[src/hw/rtl/msc_pkg.sv]
// ----------------------------------------------------------------------------
// msc_pkg
// Shared constants and types for the magic signature carver.
// ----------------------------------------------------------------------------
`default_nettype none

package msc_pkg;

    localparam int SIGNATURE_ENTRIES = 512;
    localparam int WINDOW_BYTES      = 16;
    localparam int MAGIC_MAX         = 16;
    localparam int MAGIC_MIN         = 3;

    localparam int IDX_W  = (SIGNATURE_ENTRIES > 1) ? $clog2(SIGNATURE_ENTRIES) : 1;
    localparam int POS_W  = $clog2(MAGIC_MAX);
    localparam int LEN_W  = $clog2(MAGIC_MAX + 1);
    localparam int CNT_W  = 32;

    localparam logic [1:0] CMD_LOAD_MAGIC = 2'd0;
    localparam logic [1:0] CMD_SET_LENGTH = 2'd1;
    localparam logic [1:0] CMD_DATA       = 2'd2;

    typedef logic [MAGIC_MAX-1:0][7:0]    magic_row_t;
    typedef logic [WINDOW_BYTES-1:0][7:0] window_t;

    // table write request
    typedef struct packed {
        logic             magic_we;
        logic             len_we;
        logic [IDX_W-1:0] addr;
        logic [POS_W-1:0] pos;
        logic [7:0]       magic_data;
        logic [LEN_W-1:0] len_data;
    } tbl_wr_t;

endpackage

`default_nettype wire

[src/hw/rtl/msc_match.sv]
// ----------------------------------------------------------------------------
// msc_match
// Compare unit: one table row against the leading bytes of the window.
// ----------------------------------------------------------------------------
`default_nettype none

module msc_match
    import msc_pkg::*;
(
    input  wire window_t          window,
    input  wire magic_row_t       row,
    input  wire logic [LEN_W-1:0] len,
    output logic                  hit
);

    logic [MAGIC_MAX-1:0] byte_ok;
    logic                 len_ok;

    always_comb begin
        for (int k = 0; k < MAGIC_MAX; k++) begin
            if (LEN_W'(k) >= len) begin
                byte_ok[k] = 1'b1;
            end else if (k < WINDOW_BYTES) begin
                byte_ok[k] = (window[k] == row[k]);
            end else begin
                byte_ok[k] = 1'b0;
            end
        end
    end

    assign len_ok = (len >= LEN_W'(MAGIC_MIN)) && ({1'b0, len} <= (LEN_W + 1)'(WINDOW_BYTES));
    assign hit    = len_ok && (&byte_ok);

endmodule

`default_nettype wire

[config.mk]
export PLATFORM = sky130hd
export DESIGN_NAME = msc_match
export DESIGN_NICKNAME = d
export VERILOG_FILES = /design/src/hw/rtl/msc_pkg.sv /design/src/hw/rtl/msc_match.sv
export SDC_FILE = /design/constraint.sdc
export NUM_CORES = 1
export LEC_CHECK = 0
export CORE_AREA = 2 2 101 103
export DETAILED_ROUTE_END_ITERATION = 8
export DIE_AREA = 0 0 103 105
export DONT_BUFFER_PORTS = 1
export PLACE_DENSITY = 0.35
export SLEW_MARGIN = 10
export SYNTH_ARGS = -nofsm -noshare
export SYNTH_HDL_FRONTEND = slang
export SYNTH_SLANG_ARGS = --single-unit
export TNS_END_PERCENT = 100
[constraint.sdc]
create_clock -name vclk -period 3.6
set_input_delay 0.54 -clock vclk [all_inputs]
set_output_delay 0.54 -clock vclk [all_outputs]
set_load 0.01 [all_outputs]
# Word-level counts from Yosys, hierarchy flattened
# Index checks and enable logic that the tools add are counted.
totals:
  register_bits: 0
  word_cells: 53
  output_inout_bits: 1
op_classes:
  n_lt_le_gt_ge: 18
  n_eq_ne: 16
  mux: 16
  n_reduce_logical: 3
ops:
  columns: ["cell", "n"]
  rows:
  - ["$eq A8 B8 Y1", 16]
  - ["$ge A4 B5 Y1 const A", 8]
  - ["$ge A3 B5 Y1 const A", 4]
  - ["$mux W1", 16]
  - ["$reduce_and A16 Y1", 1]
  - ["$ge A1 B5 Y1 const A", 2]
  - ["$ge A2 B5 Y1 const A", 2]
  - ["$ge A5 B2 Y1 const B", 1]
  - ["$le A5 B5 Y1 const B", 1]
  - ["$logic_and A1 B1 Y1", 2]

# Longest topological paths before layout
# Gate-level depths: netlist of the first run.
depth:
  depth_word: 4
  mapped_depth: 6
  mapped_depth_nobuf: 6

# Worst setup path before layout of the first run
# OpenSTA, ideal clock, no wires.
synth_timing:
  path_type: "input port to output port"
  from: "in row[76] (netlist name)"
  to: "out hit"
  arrival_ns: 1.781
  stages: 6
  setup_slack_ns: 1.279
  path_buffers: 0
  t_required_ns: 3.060
  path_cell_list: "xor2_1 -> nor4_1 -> nand2_1 -> o41ai_2 -> o31ai_1 -> nor4_2"
synth_between:
  elab_chain_len: 4
synth_rtl:
  columns: ["element", "line_no", "text"]
  rows:
  - ["start: declaration", "msc_match.sv:11", "input wire magic_row_t row,"]
  - ["$eq A8 B8 Y1", "msc_match.sv:24", "byte_ok[k] = (window[k] == row[k]);"]
  - ["$mux W1", "msc_match.sv:21", "if (LEN_W'(k) >= len) begin"]
  - ["$reduce_and A16 Y1", "msc_match.sv:32", "assign hit = len_ok && (&byte_ok);"]
  - ["$logic_and A1 B1 Y1", "msc_match.sv:32", null]
  - ["end: declaration", "msc_match.sv:13", "output logic hit"]
# No other way between the ends.

# Worst setup path after layout of the first run
layout_timing:
  from: "in row[78] (netlist name)"
  to: "out hit"
# Same word-level chain as after synthesis.

==> results of run 1 <==
==> critical path: cells and delay by family <==
kind | cells | cell delay (ns)
AOI/OAI and AO/OA | 2 | 0.51
xor gates and xnor gates | 1 | 0.14
and+or+nand+nor | 3 | 0.91
==> through the flow <==
step	setup slack [ns]	instances	power, mW
floorplan	1.28	200	0.130
finish	0.949	331	0.144
CTS	0.844	331	0.148
global route	0.714	331	0.165
global placement	0.870	331	0.145
detailed placement	0.837	331	0.146
==> layout make-up <==
cell class,instances,area share [%]
Tap cell,133,9.62
Multi-Input combinational cell,198,90.4
==> path summary, 6_finish.rpt <==
| path | from | end | slack, ns | depth (start not counted) |
|---|---|---|---|---|
| setup / recovery | row[78] | hit | 0.95 | 6 |
| hold / removal | len[4] | hit | 1.29 | 3 |
==> report_power, final <==
part           total [mW]  internal (mW)  leakage [nW]  switching (mW)
sequential              0              0             0               0
clock                   0              0             0               0
combinational       0.144         0.0901         0.498          0.0540
total               0.144         0.0901         0.498          0.0540
==> cell families (layout without fill, tap and decap cells) <==
logic type,count (synthesis),in the layout,share of synthesized area (%)
XOR/XNOR,128,128,71.3
AO/OA/AOI/OAI,18,18,8.04
AND/OR/NAND/NOR,52,52,20.1
buffers and inverters,2,0,0.478
==> placed cells by master (no fill, tap or decap) <==
master / netlist / routed
xor2_1: 74 / 74
xnor2_1: 54 / 54
nor4_1: 17 / 17
nand4_1: 17 / 17
nand2_1: 5 / 5
a31oi_1: 4 / 4
nor3_1: 4 / 4
nor2_1: 4 / 4
o22ai_1: 3 / 3
a21oi_1: 3 / 3
nor4_2: 3 / 3
o21ai_0: 2 / 2
and3_1: 1 / 1
or2_2: 1 / 1
a21o_1: 1 / 1
o31a_1: 1 / 1
o32ai_1: 1 / 1
a311oi_1: 1 / 1
o41ai_2: 1 / 1
o31ai_1: 1 / 1
==> routing by layer <==
| metal | global-route usage, % | up-vias |
|---|---|---|
| met2 | 18.4 | 130 |
| li1 | - | 709 |
| met4 | 0 | 0 |
| met1 | 9.58 | 655 |
| met3 | 0.0669 | 0 |
| met5 | 0 | - |
==> impl_metrics.json, run 1 <==
{
  "synth.yosys.warnings": 0,
  "dp_hpwl_mm": 5.41,
  "synthMostInstantiatedCell": "xor2_1",
  "timing.setup.tns_ns": 0,
  "drtIter0Drc": 20,
  "leakagePower_nw": 0.498,
  "die-area_um2": 10800,
  "num-fill-cells": 1126,
  "path_max_fanout": 2,
  "grt_start_max_net_pins": 10,
  "fp-row-count": 36,
  "dr.max_layer_used": "met3",
  "core_area_um2": 9640,
  "fmax_ghz": 0.377,
  "ioPinCount": 262,
  "drv_cap": 0,
  "syn_nets": 461,
  "seqCellArea_um2": 0,
  "drive_gt1_share_pct": 2.53,
  "wl_mm": 5.62,
  "synthCells": 200,
  "num_antenna_cells": 0,
  "grt_pass1_vias": 1460,
  "start_util_pct": 16.3,
  "ant_nets": 0,
  "postLayoutCellArea_um2": 1730,
  "nClkBuffers": 0,
  "wl_met3_um": 469,
  "synth_area_um2": 1570,
  "netlist_top_cells_count": "xor2_1 (74), xnor2_1 (54), nand4_1 (17), nor4_1 (17), nand2_1 (5)",
  "p_per_area_nw_per_um2": 83.2,
  "fin_crit_sh_pct": 73.6,
  "post-cts-setup-buffer-count": 0,
  "critical_path.cell_chain": "xor2_1 > nor4_1 > nand2_1 > o41ai_2 > o31ai_1 > nor4_2",
  "tightest_slew_ns": 0.477,
  "routedWlPerCell_um": 17.0,
  "gp_congestion": 0.811,
  "slowest_stage": "nor4_1",
  "dpl_cell_area_um2": 1730,
  "die_w_um": 103,
  "hold_violations": 0,
  "wl_met1_mm": 1.99,
  "synth_top_area_share_pct": 41.2,
  "slew_headroom_pct": 67.9,
  "crit_path_end_kind": "output pin",
  "vias": 1494,
  "vias_per_cell": 4.51,
  "seq_area_frac_synth_pct": 0,
  "synth_top_area_cell": "xor2_1",
  "synth.area.top_cells": "xor2_1 (41%), xnor2_1 (30%), nand4_1 (6.8%)",
  "ctsHoldBuffers": 0,
  "cp_slowest_stage_delay_ns": 0.47,
  "cp-start-kind": "primary input",
  "numPortBuffers": 0,
  "status": "complete, no violations",
  "vdd_drop_max_mv": 0.0227,
  "antenna_found_initial": 0,
  "avgSynthCellArea_um2": 7.86,
  "syn_to_final_growth_pct": 10.1,
  "nNetsFinal": 461,
  "setup_viol": 0,
  "crit_arrival_ns": 2.11,
  "drtPass1Iterations": 3,
  "whs_ns": 1.29,
  "synth_cell_types": 21,
  "die_y_um": 105,
  "drc": 0,
  "path_class": "in2out",
  "seq_cells": 0,
  "grt-ovfl-total": 0,
  "slew_viol_final": 0,
  "fin_util_pct": 18.0,
  "grt_usage_pct": 8.59,
  "wl_met2_mm": 3.17,
  "multi_input_area_um2": 1560,
  "period_needed_ns": 2.65,
  "holdCritPathClass": "in2out",
  "grt_pass1_wl_mm": 7.17,
  "required_ns": 3.06,
  "rsz0062_at_grt": "false",
  "cts_resized": 0
}
No activity file was read; power rests on OpenSTA's default activity.
==> run 2: changes to the inputs <==
Clock period 3.6 ns to 2.6 ns, I/O delays scaled along.
==> impl_metrics.json, run 2 (synthesis results as in run 1) <==
{
  "status": "complete, no violations",
  "switching_share_pct": 37.6,
  "grt_pass1_vias": 1520,
  "ioPinCount": 262,
  "wl_mm": 5.64,
  "ant_nets": 0,
  "slew_headroom_pct": 68.2,
  "routedWlPerCell_um": 17.0,
  "crit_path_end_kind": "output pin",
  "ctsHoldBuffers": 0,
  "crit_path_end": "hit",
  "start_util_pct": 16.3,
  "die-area_um2": 10800,
  "slew_viol_final": 0,
  "die_w_um": 103,
  "tightest_slew_ns": 0.473,
  "vdd_drop_max_mv": 0.0349,
  "fp-row-count": 36,
  "holdCritPathClass": "in2out",
  "power.share.sequential_pct": 0,
  "nNetsFinal": 462,
  "numPortBuffers": 0,
  "crit_arrival_ns": 1.99,
  "drtIter0Drc": 54,
  "dp_hpwl_mm": 5.40,
  "leakagePower_nw": 0.503,
  "switching_power_mw": 0.0752,
  "final_cell_mix": "xor2_1 (74), xnor2_1 (54), nor4_1 (17), nand4_1 (17), nand2_1 (5)",
  "syn_to_final_growth_pct": 10.6,
  "grt_pass1_wl_mm": 7.33,
  "post-cts-setup-buffer-count": 0,
  "drtPass1Iterations": 4,
  "hold_violations": 0,
  "vias_per_cell": 4.56,
  "p_per_area_nw_per_um2": 115,
  "core_area_um2": 9640,
  "gp_congestion": 0.816,
  "rsz0062_at_grt": "false",
  "seqCellArea_um2": 0,
  "period_needed_ns": 2.38,
  "path_max_fanout": 2,
  "intPower_mw": 0.125,
  "cts_resized": 0,
  "path_class": "in2out",
  "critPathLaunch": "row[78]",
  "num_antenna_cells": 0,
  "required_ns": 2.21,
  "layout_commonest_cell": "xor2_1",
  "grt_usage_pct": 8.72,
  "timing.setup.tns_ns": 0,
  "grt_start_max_net_pins": 10,
  "fin_crit_sh_pct": 91.4,
  "fmax_ghz": 0.421,
  "clkPwrFrac_pct": 0,
  "drv_cap": 0,
  "die_y_um": 105,
  "seq_cells": 0,
  "combPwrFrac_pct": 100.0,
  "fin_util_pct": 18.0,
  "drc": 0,
  "drive_gt1_share_pct": 3.02,
  "grt-ovfl-total": 0,
  "cp-start-kind": "primary input",
  "nClkBuffers": 0,
  "antenna_found_initial": 0,
  "vias": 1513,
  "setup_viol": 0
}
-- run 2: final cells by class --
| type | instances | area, um2 |
|---|---|---|
| fillers | 1117 | 7900 |
| multi-input cells | 198 | 1560 |
| well taps | 133 | 166 |
| repair buffers | 1 | 7.51 |
-- run 2: worst min-delay path by stage --
stage,from,end,slack (ns),depth (start not counted)
2_1_floorplan,len[4],hit,0.93,3
3_3_place_gp,len[4],hit,1.14,4
3_5_place_dp,len[4],hit,1.13,4
4_1_cts,len[4],hit,1.13,4
5_1_grt,len[4],hit,1.14,4
6_report,len[4],hit,1.10,4
-- run 2: routing by layer --
layer / wire, um / global-route usage (%)
met1: 1940 / 9.78
met2: 3200 / 18.6
met3: 494 / 0.0669
met4: 0 / 0
met5: 0 / 0
-- run 2: worst max-delay path, cell delays in order --
cell and delay [ns]:
xor2_1 0.14, nor4_1 0.46, nand2_1 0.14, o41ai_2 0.38, o31ai_1 0.15, nor4_2 0.16
buf_4 0.17
-- run 2: power groups by stage --
stage	clock network (mW)	registers, mW	logic (mW)
after floorplan	0	0	0.180
after global placement	0	0	0.202
after detailed placement	0	0	0.203
after CTS	0	0	0.205
after global routing	0	0	0.229
final	0	0	0.200
-- run 2: through the flow --
stage / power, mW / instance area, um2 / instances / setup slack [ns] / hold slack (ns)
4_1_cts: 0.205 / 1740 / 332 / 0.194 / 1.13
5_1_grt: 0.229 / 1740 / 332 / 0.0448 / 1.14
3_3_place_gp: 0.202 / 1740 / 332 / 0.182 / 1.14
3_5_place_dp: 0.203 / 1740 / 332 / 0.187 / 1.13
6_report: 0.200 / 1740 / 332 / 0.225 / 1.10
2_1_floorplan: 0.180 / 1570 / 200 / 0.579 / 0.934
